## src/design/rfd_pkg.sv

```systemverilog
`timescale 1ns / 1ps
// ----------------------------------------------------------------------------
// rfd_pkg
// Shared types and constants of the RPC frame deframer.
// ----------------------------------------------------------------------------
package rfd_pkg;

  // Frame layout
  localparam int LEN_BYTES  = 4;
  localparam int ID_BYTES   = 8;
  localparam int HEADER_LEN = LEN_BYTES + ID_BYTES;
  localparam int MIN_NAME   = 3;
  localparam logic [7:0] COLON_CHAR = 8'h3a;

  // Width of counts and lengths (lengths stay below 2^31)
  localparam int CNT_W = 31;

  // Configuration reset values
  localparam logic [CNT_W-1:0] MIN_FRAME_RST = 31'd12;
  localparam logic [CNT_W-1:0] MAX_FRAME_RST = 31'd67108864;

  // Configuration register indexes
  typedef enum logic {
    REG_MIN_FRAME = 1'b0,
    REG_MAX_FRAME = 1'b1
  } reg_idx_t;

  // Parser phase
  typedef enum logic [2:0] {
    PH_LEN,
    PH_ID,
    PH_NLEN,
    PH_NAME,
    PH_PAY,
    PH_DROP
  } phase_t;

  // Output segment tags
  typedef enum logic [1:0] {
    SEG_SERVICE = 2'd0,
    SEG_METHOD  = 2'd1,
    SEG_PAYLOAD = 2'd2,
    SEG_STATUS  = 2'd3
  } seg_t;

  // Error codes
  typedef enum logic [1:0] {
    ERR_NONE   = 2'd0,
    ERR_LENGTH = 2'd1,
    ERR_NAME   = 2'd2
  } err_t;

  // One result beat
  typedef struct packed {
    seg_t              seg;
    logic [7:0]        data;
    logic              frame_end;
    err_t              err;
    logic              is_resp;
    logic [62:0]       req_id;
    logic [CNT_W-1:0]  pay_len;
  } res_t;

endpackage

```

## src/design/rpc_frame_deframer.sv

```systemverilog
`timescale 1ns / 1ps
// ----------------------------------------------------------------------------
// rpc_frame_deframer
// Splits a byte stream of length-prefixed RPC frames into tagged
// service, method and payload bytes.
// ----------------------------------------------------------------------------
// Usage:
//   in_*  : one stream byte per beat (valid/ready).
//   out_* : at most one result beat per input byte: a service, method or
//           payload byte, or a status beat (segment 3) carrying an error or
//           the end of a frame with an empty payload. Non-error beats carry the
//           frame id, response flag and payload length.
//   cfg_* : write port for the min/max frame length limits; always ready.
//           Write only while no beat is in flight.
// Output: each result is registered on out_*, or in the skid register.
// Throughput: one byte per cycle while in_ready is high; the parser updates
//   all state in the accepting cycle, so its per-byte step sets the rate.
// Stall: an output register plus a one-entry skid register hold results;
//   in_ready drops only when both are full.
// Reset: parser returns to the length field, limits go to 12 and 2^26,
//   output beats are dropped. A bad frame length halts parsing (bytes are
//   still taken, with no result) until the next reset.
// ----------------------------------------------------------------------------
module rpc_frame_deframer (
  input  logic                           clk,
  input  logic                           rst_n,
  // input stream
  input  logic                           in_valid,
  output logic                           in_ready,
  input  logic [7:0]                     in_data_byte,
  // result stream
  output logic                           out_valid,
  input  logic                           out_ready,
  output logic [1:0]                     out_segment,
  output logic [7:0]                     out_data,
  output logic                           out_frame_end,
  output logic [1:0]                     out_error_code,
  output logic                           out_is_response,
  output logic [62:0]                    out_request_id,
  output logic [30:0]                    out_payload_length,
  // configuration
  input  logic                           cfg_valid,
  output logic                           cfg_ready,
  input  rfd_pkg::reg_idx_t              cfg_index,
  input  logic [rfd_pkg::CNT_W-1:0]      cfg_data
);
  import rfd_pkg::*;

  // Parser state
  phase_t             phase_r, phase_nxt;
  logic [CNT_W-1:0]   cnt_r, cnt_nxt;
  logic [23:0]        fl_r, fl_nxt;
  logic [CNT_W-1:0]   body_r, body_nxt;
  logic [63:0]        id_r, id_nxt;
  logic [23:0]        nl_r, nl_nxt;
  logic [CNT_W-1:0]   pay_r, pay_nxt;
  logic               colon_r, colon_nxt;
  logic               halted_r, halted_nxt;

  // Limits
  logic [CNT_W-1:0]   min_r, min_nxt;
  logic [CNT_W-1:0]   max_r, max_nxt;

  // Output and skid registers
  res_t               out_r, out_nxt;
  logic               out_vld_r, out_vld_nxt;
  res_t               skid_r, skid_nxt;
  logic               skid_vld_r, skid_vld_nxt;

  // Per-byte working signals
  logic               in_fire, out_fire, cfg_fire;
  logic [31:0]        fl_new, nl_new;
  logic [31:0]        nl_diff;
  logic               len_bad, nl_bad, last;
  logic [CNT_W-1:0]   cnt_dec, cnt_inc;
  res_t               res;
  logic               res_vld;

  assign in_ready  = !skid_vld_r;
  assign cfg_ready = 1'b1;
  assign in_fire   = in_valid && in_ready;
  assign out_fire  = out_vld_r && out_ready;
  assign cfg_fire  = cfg_valid && cfg_ready;

  // Field assembly and checks
  assign fl_new  = {fl_r, in_data_byte};
  assign nl_new  = {nl_r, in_data_byte};
  assign nl_diff = {1'b0, body_r} - {1'b0, nl_new[CNT_W-1:0]};
  assign len_bad = fl_new[31] || (fl_new[CNT_W-1:0] > max_r) ||
                   (fl_new[CNT_W-1:0] < min_r);
  assign nl_bad  = nl_new[31] || (nl_new[CNT_W-1:0] < CNT_W'(MIN_NAME)) || nl_diff[31];
  assign last    = (cnt_r == CNT_W'(1));
  assign cnt_dec = cnt_r - CNT_W'(1);
  assign cnt_inc = cnt_r + CNT_W'(1);

  // State registers
  always_ff @(posedge clk) begin
    if (!rst_n) begin
      phase_r    <= PH_LEN;
      cnt_r      <= '0;
      colon_r    <= 1'b0;
      halted_r   <= 1'b0;
      min_r      <= MIN_FRAME_RST;
      max_r      <= MAX_FRAME_RST;
      out_vld_r  <= 1'b0;
      skid_vld_r <= 1'b0;
    end else begin
      phase_r    <= phase_nxt;
      cnt_r      <= cnt_nxt;
      colon_r    <= colon_nxt;
      halted_r   <= halted_nxt;
      min_r      <= min_nxt;
      max_r      <= max_nxt;
      out_vld_r  <= out_vld_nxt;
      skid_vld_r <= skid_vld_nxt;
    end
  end

  // Payload registers
  always_ff @(posedge clk) begin
    fl_r   <= fl_nxt;
    body_r <= body_nxt;
    id_r   <= id_nxt;
    nl_r   <= nl_nxt;
    pay_r  <= pay_nxt;
    out_r  <= out_nxt;
    skid_r <= skid_nxt;
  end

  // Configuration writes
  always_comb begin
    min_nxt = min_r;
    max_nxt = max_r;
    if (cfg_fire) begin
      case (cfg_index)
        REG_MIN_FRAME: min_nxt = cfg_data;
        REG_MAX_FRAME: max_nxt = cfg_data;
        default: ;
      endcase
    end
  end

  // Next state and result of the accepted byte
  always_comb begin
    phase_nxt  = phase_r;
    cnt_nxt    = cnt_r;
    fl_nxt     = fl_r;
    body_nxt   = body_r;
    id_nxt     = id_r;
    nl_nxt     = nl_r;
    pay_nxt    = pay_r;
    colon_nxt  = colon_r;
    halted_nxt = halted_r;

    res_vld       = 1'b0;
    res.seg       = SEG_STATUS;
    res.data      = '0;
    res.frame_end = 1'b0;
    res.err       = ERR_NONE;
    res.is_resp   = id_r[63];
    res.req_id    = id_r[62:0];
    res.pay_len   = pay_r;

    if (in_fire && !halted_r) begin
      case (phase_r)
        // Big-endian frame length
        PH_LEN: begin
          fl_nxt  = fl_new[23:0];
          cnt_nxt = cnt_inc;
          if (cnt_r == CNT_W'(LEN_BYTES - 1)) begin
            cnt_nxt  = '0;
            body_nxt = fl_new[CNT_W-1:0] - CNT_W'(HEADER_LEN);
            if (len_bad) begin
              halted_nxt    = 1'b1;
              res_vld       = 1'b1;
              res.frame_end = 1'b1;
              res.err       = ERR_LENGTH;
              res.is_resp   = 1'b0;
              res.req_id    = '0;
              res.pay_len   = '0;
            end else if (fl_new[CNT_W-1:0] < CNT_W'(HEADER_LEN)) begin
              // short frame: drop its bytes
              cnt_nxt       = fl_new[CNT_W-1:0];
              phase_nxt     = (fl_new[CNT_W-1:0] == '0) ? PH_LEN : PH_DROP;
              res_vld       = 1'b1;
              res.frame_end = 1'b1;
              res.err       = ERR_NAME;
              res.is_resp   = 1'b0;
              res.req_id    = '0;
              res.pay_len   = '0;
            end else begin
              phase_nxt = PH_ID;
            end
          end
        end

        // Frame id
        PH_ID: begin
          id_nxt  = {id_r[55:0], in_data_byte};
          cnt_nxt = cnt_inc;
          if (cnt_r == CNT_W'(ID_BYTES - 1)) begin
            cnt_nxt   = '0;
            phase_nxt = PH_NLEN;
          end
        end

        // Name length, checked against the body size
        PH_NLEN: begin
          nl_nxt  = nl_new[23:0];
          cnt_nxt = cnt_inc;
          if (cnt_r == CNT_W'(LEN_BYTES - 1)) begin
            colon_nxt = 1'b0;
            if (nl_bad) begin
              cnt_nxt       = body_r;
              phase_nxt     = (body_r == '0) ? PH_LEN : PH_DROP;
              res_vld       = 1'b1;
              res.frame_end = 1'b1;
              res.err       = ERR_NAME;
              res.pay_len   = '0;
            end else begin
              cnt_nxt   = nl_new[CNT_W-1:0];
              pay_nxt   = nl_diff[CNT_W-1:0];
              phase_nxt = PH_NAME;
            end
          end
        end

        // Name bytes; cnt_r holds bytes left
        PH_NAME: begin
          cnt_nxt = cnt_dec;
          if (!colon_r && in_data_byte == COLON_CHAR) begin
            colon_nxt = 1'b1;
            if (last) begin
              if (pay_r != '0) begin
                cnt_nxt   = pay_r;
                phase_nxt = PH_PAY;
              end else begin
                cnt_nxt       = '0;
                phase_nxt     = PH_LEN;
                res_vld       = 1'b1;
                res.frame_end = 1'b1;
              end
            end
          end else if (!colon_r) begin
            res_vld = 1'b1;
            if (last) begin
              // no colon in the name
              cnt_nxt       = pay_r;
              phase_nxt     = (pay_r == '0) ? PH_LEN : PH_DROP;
              res.frame_end = 1'b1;
              res.err       = ERR_NAME;
              res.pay_len   = '0;
            end else begin
              res.seg  = SEG_SERVICE;
              res.data = in_data_byte;
            end
          end else begin
            res_vld       = 1'b1;
            res.seg       = SEG_METHOD;
            res.data      = in_data_byte;
            res.frame_end = last && (pay_r == '0);
            if (last) begin
              cnt_nxt   = (pay_r != '0) ? pay_r : '0;
              phase_nxt = (pay_r != '0) ? PH_PAY : PH_LEN;
            end
          end
        end

        // Payload bytes; cnt_r holds bytes left
        PH_PAY: begin
          res_vld       = 1'b1;
          res.seg       = SEG_PAYLOAD;
          res.data      = in_data_byte;
          res.frame_end = last;
          cnt_nxt       = last ? '0 : cnt_dec;
          if (last) begin
            phase_nxt = PH_LEN;
          end
        end

        // Discard rest of a bad frame
        PH_DROP: begin
          cnt_nxt = cnt_dec;
          if (last) begin
            phase_nxt = PH_LEN;
          end
        end

        default: begin
          phase_nxt = PH_LEN;
          cnt_nxt   = '0;
        end
      endcase
    end
  end

  // Output register with skid entry
  always_comb begin
    out_nxt      = out_r;
    out_vld_nxt  = out_vld_r;
    skid_nxt     = skid_r;
    skid_vld_nxt = skid_vld_r;
    if (skid_vld_r) begin
      if (out_fire) begin
        out_nxt      = skid_r;
        skid_vld_nxt = 1'b0;
      end
    end else if (res_vld) begin
      if (!out_vld_r || out_ready) begin
        out_nxt     = res;
        out_vld_nxt = 1'b1;
      end else begin
        skid_nxt     = res;
        skid_vld_nxt = 1'b1;
      end
    end else if (out_fire) begin
      out_vld_nxt = 1'b0;
    end
  end

  assign out_valid          = out_vld_r;
  assign out_segment        = out_r.seg;
  assign out_data           = out_r.data;
  assign out_frame_end      = out_r.frame_end;
  assign out_error_code     = out_r.err;
  assign out_is_response    = out_r.is_resp;
  assign out_request_id     = out_r.req_id;
  assign out_payload_length = out_r.pay_len;

endmodule

```

## config.mk

```make
export PLATFORM = sky130hd
export DESIGN_NAME = rpc_frame_deframer
export DESIGN_NICKNAME = d
export VERILOG_FILES = /design/src/design/rfd_pkg.sv /design/src/design/rpc_frame_deframer.sv
export SDC_FILE = /design/constraint.sdc
export NUM_CORES = 1
export LEC_CHECK = 0
export BUFFER_PORTS_ARGS = -buffer_cell sky130_fd_sc_hd__buf_2
export CAP_MARGIN = 10
export CORE_AREA = 2 2 268 270
export CTS_CLUSTER_DIAMETER = 120
export CTS_CLUSTER_SIZE = 14
export DETAILED_ROUTE_END_ITERATION = 10
export DIE_AREA = 0 0 270 272
export PLACE_DENSITY = 0.59
export SYNTH_ARGS = -nofsm -noshare
export SYNTH_HDL_FRONTEND = slang
export SYNTH_SLANG_ARGS = --single-unit
```

## constraint.sdc

```tcl
create_clock -name clk -period 10.84 [get_ports clk]
set_clock_uncertainty 0.2 [all_clocks]
set_input_delay 1.084 -clock clk [delete_from_list [all_inputs] [get_ports clk]]
set_output_delay 1.084 -clock clk [all_outputs]
set_load 0.01 [all_outputs]
```

==> impl_metrics.toml, run 1 <==
[critical_path]
path_cells = "buf_2 > inv_1 > ha_1 > a21o_1 > a211o_1 > o211a_1 > o211ai_1 > a311oi_4 > nand2_1 > o311a_1 > o21a_4 > buf_4"
r2r_slack_ns = 5.83
critPathArrivalTime_ns = 5.07
cpPeakStageDelay_ns = 0.78
cp_max_fo = 67
ff2ff_path_depth = 10
cp-start-kind = "primary input"
cp_data_required_time_ns = 10.85
reg2reg_from = "fl_r[18]$_DFFE_PP_"
critPathKind = "in -> reg"
crit_slowest_cell = "buf_4"
end_kind = "flop"
r2r_end = "skid_r[21]$_DFFE_PP_"

[die]
start_util = 0.346
dieArea_mm2 = 0.0734
io_pins = 156
coreArea_mm2 = 0.0708
die_height_um = 272
die_w_um = 270
rows = 98

[cts]
cts.clk_slew.worst_paths_ns = 0.07
root_buffer = "clkbuf_16"
htreeDepth = 2
cts_inserted_buffers = 41
ctsHoldBuffers = 0
cts_tree = "built"
cts_setup_buffers = 0
cts_resized = 0
clk_path_buf_depth = 3
cts.sinks = 490
clk_latency_ns = 0.60

[drt]
ant_nets = 0
drc_errors = 0
vias_per_cell = 5.35
drt-pass1-iter-count = 5
wl_per_cell_um = 21.2
drt_iter0_markers = 1417
vias = 17600
wirelength_um = 69700

[global_route]
grt_max_degree = 71
grt_pass1_vias = 17000
grt_pass1_wl_um = 106000
antenna_found_initial = 2
overflow = 0
grt_util_all_layers = 0.185

[sta]
fin_tns_setup_ns = 0
fin_crit_ns = 5.06
timing.hold.ws_ns = 0.240
slew_violations = 0
period_share = 0.467
finalHoldViolCount = 0
max-slew-margin-rel = 0.187
rsz0062_at_grt = "false"
fmax_mhz = 198
setup_violations = 0
tightest_slew_ns = 1.22

[min_path]
min_path_type = "reg -> reg"
whs_endpoint = "id_r[63]$_DFFE_PP_"
min_path_cells = 0
hold_path_startpoint = "id_r[55]$_DFFE_PP_"

[layout]
fin_cells = 3289
final_nets = 2450
area_delta_synth_final_pct = 12.0
final_cell_mix = "390 x edfxtp_1, 224 x nand2_1, 164 x a21oi_1"
antennaDiodeCount = 0
fin_area_mm2 = 0.0274
final_common_cell = "edfxtp_1"
final_layout_size_suffix_gt1_frac = 0.170

[logic_synthesis]
synthArstFlopShare = 0
syn_avg_cell_area_um2 = 11.1
synth-edff-count = 390
synth-seq-area-share = 0.560
syn_inst = 2204
synth_ff_type = "edfxtp_1"
yosys_register_bits = 490
netlist_area_mm2 = 0.0245
synth_nets = 2348
yosysUniqueCellTypes = 83
yosysWarningCount = 0

[placement]
placed_cell_area_mm2 = 0.0262
gp_congestion = 0.939
hpwl_um = 50400
numPortBuffers = 154
dp.cells = 3212

[power]
total_power_mw = 3.71
ir_worst_vdd_v = 0.000103
p_per_area_mw_per_mm2 = 135
total_leakage_power_nw = 9.75

[run]
maxCapViolCount = 0

[run_status]
status = "complete, no violations"
==> power by group <==
group          internal, mW  total [mW]  leakage [nW]  switching [mW]
Combinational        0.0788       0.215          4.83           0.136
Clock                 0.739        1.44         0.588           0.703
Sequential             2.03        2.05          4.33          0.0233
Total                  2.85        3.71          9.75           0.863
==> worst max-delay path by stage <==
stage               cells past startpoint                     to          startpoint
global route                           10   skid_r[26]$_DFFE_PP_  fl_r[16]$_DFFE_PP_
CTS                                    11   skid_r[16]$_DFFE_PP_  nl_r[12]$_DFFE_PP_
detailed placement                     12   skid_r[17]$_DFFE_PP_     in_data_byte[4]
finish                                 12   skid_r[21]$_DFFE_PP_     in_data_byte[4]
floorplan                              11  out_data[0]$_DFFE_PP_     in_data_byte[4]
global placement                       12   skid_r[16]$_DFFE_PP_     in_data_byte[4]
==> final cells by class <==
type,instances,area (µm²)
clock buffer,71,1160
clock inverter,5,80.1
fill,6873,43300
inverter,116,438
multi-input combinational,1481,9890
sequential,490,13700
tap,950,1190
timing repair buffer,176,956
==> Yosys cell counts (36+ instances only) <==
| cell | instances | area share |
|---|---|---|
| and2_1 | 87 | 0.022 |
| nand3_1 | 48 | 0.0098 |
| inv_1 | 115 | 0.018 |
| clkbuf_1 | 85 | 0.013 |
| nor4_1 | 36 | 0.0092 |
| nor3_1 | 65 | 0.013 |
| ha_1 | 98 | 0.050 |
| edfxtp_1 | 390 | 0.48 |
| xnor2_1 | 50 | 0.018 |
| dfxtp_1 | 100 | 0.082 |
| nand2_1 | 225 | 0.034 |
| and2_4 | 50 | 0.018 |
| o21ai_0 | 96 | 0.020 |
| xor2_1 | 38 | 0.014 |
| nor2_1 | 117 | 0.018 |
| mux2_2 | 67 | 0.031 |
| a21oi_1 | 165 | 0.034 |
==> sequential cells by signal, indices dropped and copies added (netlist names), 31 cells and up <==
register	flops
max_r	31
id_r	64
pay_r	31
body_r	31
skid_r	108
out_request_id	63
cnt_r	31
min_r	31
out_payload_length	31
==> metrics by stage <==
step / utilization / worst slack (ns)
2_1_floorplan: - / 1.84
3_3_place_gp: 0.370 / 5.26
3_5_place_dp: 0.370 / 5.18
4_1_cts: 0.387 / 5.76
5_1_grt: 0.388 / 5.54
6_report: 0.388 / 5.78
==> logic make-up (layout without fill, tap and decap cells) <==
group / after synthesis / in the layout / synth area share
other: 1 / 1 / 0.000153
multiplexers: 92 / 92 / 0.0410
AND/OR/NAND/NOR: 742 / 742 / 0.158
XOR/XNOR: 88 / 88 / 0.0315
adder cells (fa/ha/maj): 99 / 99 / 0.0509
buffers and inverters: 233 / 368 / 0.0392
flip-flops: 490 / 490 / 0.560
AO/OA/AOI/OAI: 459 / 459 / 0.120
==> critical path: cells and delay by family <==
kind | cells | cell delay, ns
adder cells (fa/ha/maj) | 1 | 0.38
buffers and inverters | 3 | 1.21
AND/OR/NAND/NOR | 1 | 0.15
AO/OA/AOI/OAI | 7 | 2.11
==> per-layer routing <==
| metal | GRT usage | routed length [µm] |
|---|---|---|
| met2 | 0.302 | 32400 |
| met1 | 0.255 | 31100 |
| met3 | 0.0287 | 4350 |
| met4 | 0.0497 | 1780 |
| met5 | 0 | 26 |
(Power assumes the default switching activity.)
==> inputs of run 2 (changes only) <==
- ABC_AREA: unset -> 1
- CORE_AREA: 2 2 268 270 -> 2 2 273 275
- DIE_AREA: 0 0 270 272 -> 0 0 275 277
- clock period: 10.84 -> 4.75 ns (I/O delays scaled with it)
==> impl_metrics.toml, run 2 <==
[logic_synthesis]
synthArstFlopShare = 0
synth_top_area_frac = 0.461
syn_avg_cell_area_um2 = 8.87
yosys_register_bits = 490
netlist_area_mm2 = 0.0254
synth_xor_area_frac = 0.0338
synth_fa_ha_area_frac = 0.0490
synth-edff-count = 390
yosysWarningCount = 0
yosysUniqueCellTypes = 55
synth_top_family_by_area = "simple AND/OR/NAND/NOR gates"
synth.most_common_cell = "nand2_1"
synth_nets = 3011
yosys-top-cells-area = "edfxtp_1 46%, nand2_1 11%, dfxtp_1 7.9%, inv_1 5.1%, ha_1 4.8%"
yosysTopAreaCell = "edfxtp_1"
synth-seq-area-share = 0.539
synth_simple_gate_area_frac = 0.229
synth_compound_area_frac = 0.0733
synth_common_cells = "779 x nand2_1, 390 x edfxtp_1, 346 x inv_1"
synth_ff_type = "edfxtp_1"
synth_mux_area_frac = 0
syn_inst = 2867

[critical_path]
cp_max_fo = 32
critPathArrivalTime_ns = 4.07
cpPeakStageDelay_ns = 0.57
cpMostUsedCell = "nand2_1"
critPathLaunch = "fl_r[6]$_DFFE_PP_"
crit_slowest_cell = "edfxtp_1"
critPathTopFamily = "simple AND/OR/NAND/NOR gates"
critPathKind = "reg -> reg"
cp-start-kind = "flop"
ff2ff_path_depth = 13
path_cells = "ha_1 > nand4_1 > a21oi_1 > nor2_1 > nand2_1 > nand2_1 > nand2_1 > nand3_2 > o21ai_0 > o21ai_1 > nand2_2 > inv_2 > nor2_1"
cp_data_required_time_ns = 5.00
critPathBufInv = 1
end_kind = "flop"
reg2reg_from = "fl_r[6]$_DFFE_PP_"
r2r_end = "skid_r[30]$_DFFE_PP_"
r2r_slack_ns = 0.92

[layout]
fin_area_mm2 = 0.0287
final_core_util = 0.390
fin_cells = 4016
final_common_cell = "nand2_1"
largest_register_ffs = 108
final_nets = 3158
final_cell_mix = "779 x nand2_1, 390 x edfxtp_1, 345 x inv_1"
area_delta_synth_final_pct = 12.8
regMostFlops = "skid_r"
fillers = 7476
final_layout_size_suffix_gt1_frac = 0.102

[power]
p_per_area_mw_per_mm2 = 299
total_leakage_power_nw = 11.9
p_int_mw = 6.52
power_frac_clock = 0.372
power_switching_mw = 2.05
pwr-share-seq = 0.548
ir_worst_vdd_v = 0.000238
combPwrFrac = 0.080
p_sw_frac = 0.239

[global_route]
antenna_found_initial = 2
grt_util_all_layers = 0.183
grt_pass1_wl_um = 107000
grt_max_degree = 107
grt_pass1_vias = 18200
overflow = 0

[sta]
slew_violations = 0
setup_violations = 0
finalHoldViolCount = 0
max-slew-margin-rel = 0.214
fmax_mhz = 261
layout_setup_ws_ns = 0.922
rsz0062_at_grt = "false"
period_share = 0.806
fin_tns_setup_ns = 0
tightest_slew_ns = 1.18
fin_crit_ns = 3.83

[placement]
numPortBuffers = 154
placed_cell_area_mm2 = 0.0272
hpwl_um = 51700
dp.cells = 3912
place_ws_ns = 0.587
gp_congestion = 0.968

[cts]
ctsHoldBuffers = 28
clk_path_buf_depth = 3
cts_inserted_buffers = 40
cts.sinks = 490
clk_latency_ns = 0.61
cts_tree = "built"
root_buffer = "clkbuf_16"
cts.clk_slew.worst_paths_ns = 0.07
cts_setup_buffers = 0
cts_resized = 0
htreeDepth = 2

[die]
io_pins = 156
dieArea_mm2 = 0.0762
rows = 100
start_util = 0.346
coreArea_mm2 = 0.0736
die_w_um = 275
die_height_um = 277

[min_path]
whs_endpoint = "max_r[5]$_SDFFE_PN0P_"
min_path_cells = 3
hold_path_startpoint = "cfg_data[5]"
min_path_type = "in -> reg"

[drt]
drt_iter0_markers = 1737
ant_nets = 0
wl_met1_um = 32700
route.met3.wl_um = 4770
top_layer = "met5"
drt-pass1-iter-count = 6
wl_met2_um = 32000
vias_per_cell = 4.88
drc_errors = 0
vias = 19600
wl_per_cell_um = 17.8
wirelength_um = 71300

[run]
maxCapViolCount = 0

[run_status]
status = "complete, no violations"
[run 2: changes by cell type in the layout (fill, tap and decap cells not counted), sizes merged, moves of 67 or more]
cell and delta:
and2 -138, inv +240, mux2 -67, nand2 +568
nand3 +83, nor2 +195
[run 2: layout make-up]
cell class	count	area (µm²)	share of cell area
repair buffers	212	1340	0.0468
clock inverters	2	46.3	0.00161
clock buffers	72	1140	0.0398
multi-input cells	1908	9850	0.344
flip-flops and latches	490	13700	0.478
well taps	969	1210	0.0423
inverters	362	1360	0.0474
diodes	1	2.50	0.0000873
[run 2: through the flow]
stage | hold WS (ns) | total power, mW
after floorplan | 0.226 | 5.24
after global placement | 0.232 | 5.45
after detailed placement | 0.232 | 5.46
after CTS | 0.00369 | 8.66
after global routing | 0.0395 | 8.89
final | 0.0289 | 8.58
[run 2: how the worst max path moves through the flow]
stage,endpoint,cells after the start
finish,skid_r[30]$_DFFE_PP_,13
global route,skid_r[5]$_DFFE_PP_,14
CTS,skid_r[30]$_DFFE_PP_,14
detailed placement,skid_r[71]$_DFFE_PP_,18
global placement,skid_r[71]$_DFFE_PP_,19
floorplan,out_data[0]$_DFFE_PP_,16
[run 2: metal layers]
metal,up-vias,GRT usage
met4,2,0.0534
met2,639,0.286
met1,9148,0.263
met5,-,0
li1,9712,-
met3,104,0.0232
[run 2: kinds of logic (layout without fill, tap and decap cells)]
| group | count (synthesis) | after routing |
|---|---|---|
| AND/OR/NAND/NOR | 1368 | 1368 |
| flip-flops | 490 | 490 |
| buffers and inverters | 469 | 648 |
| AO/OA/AOI/OAI | 342 | 342 |
| adder cells (fa/ha/maj) | 99 | 99 |
| XOR/XNOR | 98 | 98 |
| other | 1 | 2 |
[run 2: power groups by stage]
stage	clock network, mW	logic (mW)	registers, mW
CTS	3.28	0.683	4.70
global route	3.42	0.768	4.70
floorplan	0	0.461	4.78
detailed placement	0	0.662	4.79
finish	3.19	0.690	4.70
global placement	0	0.659	4.79
[run 2: tightest hold or removal path, stage by stage]
cell     delay (ns)
buf_2          0.10
o21ai_0        0.08
a21oi_1        0.10
==> inputs of run 3 (changes only) <==
- PLACE_DENSITY: 0.59 -> 0.6
- clock period: 4.75 -> 3.3 ns (I/O delays scaled with it)
==> impl_metrics.toml, run 3 (synthesis results as in run 2) <==
[run_status]
status = "complete, no violations"

[layout]
final_nets = 3386
largest_register_ffs = 108
antennaDiodeCount = 0
area_delta_synth_final_pct = 22.5
final_common_cell = "nand2_1"
fin_area_mm2 = 0.0312
regMostFlops = "skid_r"
fillers = 7248
final_cell_mix = "774 x nand2_1, 390 x edfxtp_1, 341 x inv_1"
fin_cells = 4244
final_layout_size_suffix_gt1_frac = 0.191

[die]
dieArea_mm2 = 0.0762
die_height_um = 277
io_pins = 156
coreArea_mm2 = 0.0736
start_util = 0.346
die_w_um = 275
rows = 100

[power]
power_switching_mw = 3.07
combPwrFrac = 0.093
total_leakage_power_nw = 13.1
total_power_mw = 12.6
power_frac_clock = 0.372
p_int_mw = 9.52
p_sw_frac = 0.244
ir_worst_vdd_v = 0.000378
p_per_area_mw_per_mm2 = 404
pwr-share-seq = 0.535

[min_path]
hold_path_startpoint = "in_data_byte[4]"
min_path_type = "in -> reg"

[sta]
period_share = 0.962
layout_setup_ws_ns = 0.127
max-slew-margin-rel = 0.217
timing.hold.ws_ns = 0.0665
slew_violations = 0
fmax_mhz = 315
fin_crit_ns = 3.17
finalHoldViolCount = 0
rsz0062_at_grt = "true"
setup_violations = 0
tightest_slew_ns = 1.17

[global_route]
overflow = 0
grt_pass1_vias = 19500
antenna_found_initial = 2
grt_max_degree = 107
grt_util_all_layers = 0.194
grt_pass1_wl_um = 114000

[cts]
clk_latency_ns = 0.62
cts_inserted_buffers = 41
cts.clk_slew.worst_paths_ns = 0.07
htreeDepth = 2
cts.sinks = 490
cts_tree = "built"
clk_path_buf_depth = 3
root_buffer = "clkbuf_16"

[critical_path]
r2r_end = "out_data[0]$_DFFE_PP_"
critPathKind = "reg -> reg"
crit_slowest_cell = "edfxtp_1"
cp-start-kind = "flop"
critPathTopFamily = "buffers and inverters"
cpMostUsedCell = "nand2_1"
ff2ff_path_depth = 18
cpPeakStageDelay_ns = 0.40
r2r_slack_ns = 0.13
cp_data_required_time_ns = 3.40
path_cells = "buf_4 > ha_1 > nand2_1 > inv_1 > nand4_1 > inv_1 > a21oi_1 > buf_4 > nand2_1 > nand2_1 > nand3_2 > nor3_2 > o21ai_2 > nand2_2 > buf_6 > a21oi_4 > buf_6 > clkbuf_16"
reg2reg_from = "fl_r[18]$_DFFE_PP_"
critPathLaunch = "fl_r[18]$_DFFE_PP_"
critPathArrivalTime_ns = 3.28
critPathBufInv = 7
cp_max_fo = 11
path_depth = 18
cp-endpoint = "out_data[0]$_DFFE_PP_"
end_kind = "flop"

[placement]
placed_cell_area_mm2 = 0.0292
hpwl_um = 56800
place_ws_ns = -0.0658
gp_congestion = 1.01
numPortBuffers = 154
dp.cells = 4110

[drt]
wl_per_cell_um = 17.7
ant_nets = 0
wirelength_um = 75300
vias = 20600
vias_per_cell = 4.84
drt-pass1-iter-count = 6
drt_iter0_markers = 1929
drc_errors = 0

[run]
maxCapViolCount = 0
-- run 3: layout make-up --
| class | instances | area [µm²] | area share |
|---|---|---|---|
| Timing Repair Buffer | 439 | 3270 | 0.105 |
| Sequential cell | 490 | 13700 | 0.440 |
| Clock inverter | 5 | 83.8 | 0.00269 |
| Clock buffer | 71 | 1140 | 0.0365 |
| Tap cell | 969 | 1210 | 0.0389 |
| Inverter | 362 | 1370 | 0.0440 |
| Multi-Input combinational cell | 1908 | 10400 | 0.333 |
-- run 3: worst min path at each step --
stage	slack, ns	endpoint	cells after the start
2_1_floorplan	0.23	id_r[10]$_DFFE_PP_	0
3_5_place_dp	0.23	id_r[62]$_DFFE_PP_	0
3_3_place_gp	0.23	id_r[59]$_DFFE_PP_	0
4_1_cts	0.04	nl_r[4]$_DFFE_PP_	3
6_report	0.07	nl_r[4]$_DFFE_PP_	3
5_1_grt	0.04	id_r[0]$_DFFE_PP_	2
-- run 3: per-stage QoR --
stage	setup TNS (ns)	utilization
floorplan	-206.38	-
global placement	-1.37	0.397
detailed placement	-2.11	0.397
CTS	-0.00237	0.420
global route	-0.0107	0.424
finish	0	0.424
-- run 3: power by group through the flow --
| stage | sequential [mW] | clock (mW) | combinational (mW) |
|---|---|---|---|
| after floorplan | 6.88 | 0 | 0.678 |
| after global placement | 6.87 | 0 | 1.09 |
| after detailed placement | 6.87 | 0 | 1.10 |
| after CTS | 6.74 | 4.83 | 1.15 |
| after global routing | 6.74 | 5.07 | 1.29 |
| final | 6.74 | 4.69 | 1.17 |
-- run 3: routing by layer --
layer  part of all wire  track usage
met1               0.46        0.279
met2               0.45        0.302
met3              0.067       0.0343
met4              0.023       0.0464
met5                  0            0
-- run 3: what timing repair did --
item,4_1_cts,5_1_grt
hold buffers,42,0
gates cloned,0,4
pin swaps,1,8
gates resized for setup,3,28
setup buffers,3,9
hold endpoints to repair,81,0
endpoints found under the setup margin,160,250
-- run 3: worst register-to-register path, stage by stage, from the launching register on --
cell and delay, ns:
edfxtp_1 0.40, buf_4 0.16, ha_1 0.28, nand2_1 0.05, inv_1 0.07, nand4_1 0.17, inv_1 0.09, a21oi_1 0.06
buf_4 0.13, nand2_1 0.06, nand2_1 0.07, nand3_2 0.14, nor3_2 0.06, o21ai_2 0.18, nand2_2 0.10, buf_6 0.14
a21oi_4 0.16, buf_6 0.19, clkbuf_16 0.18
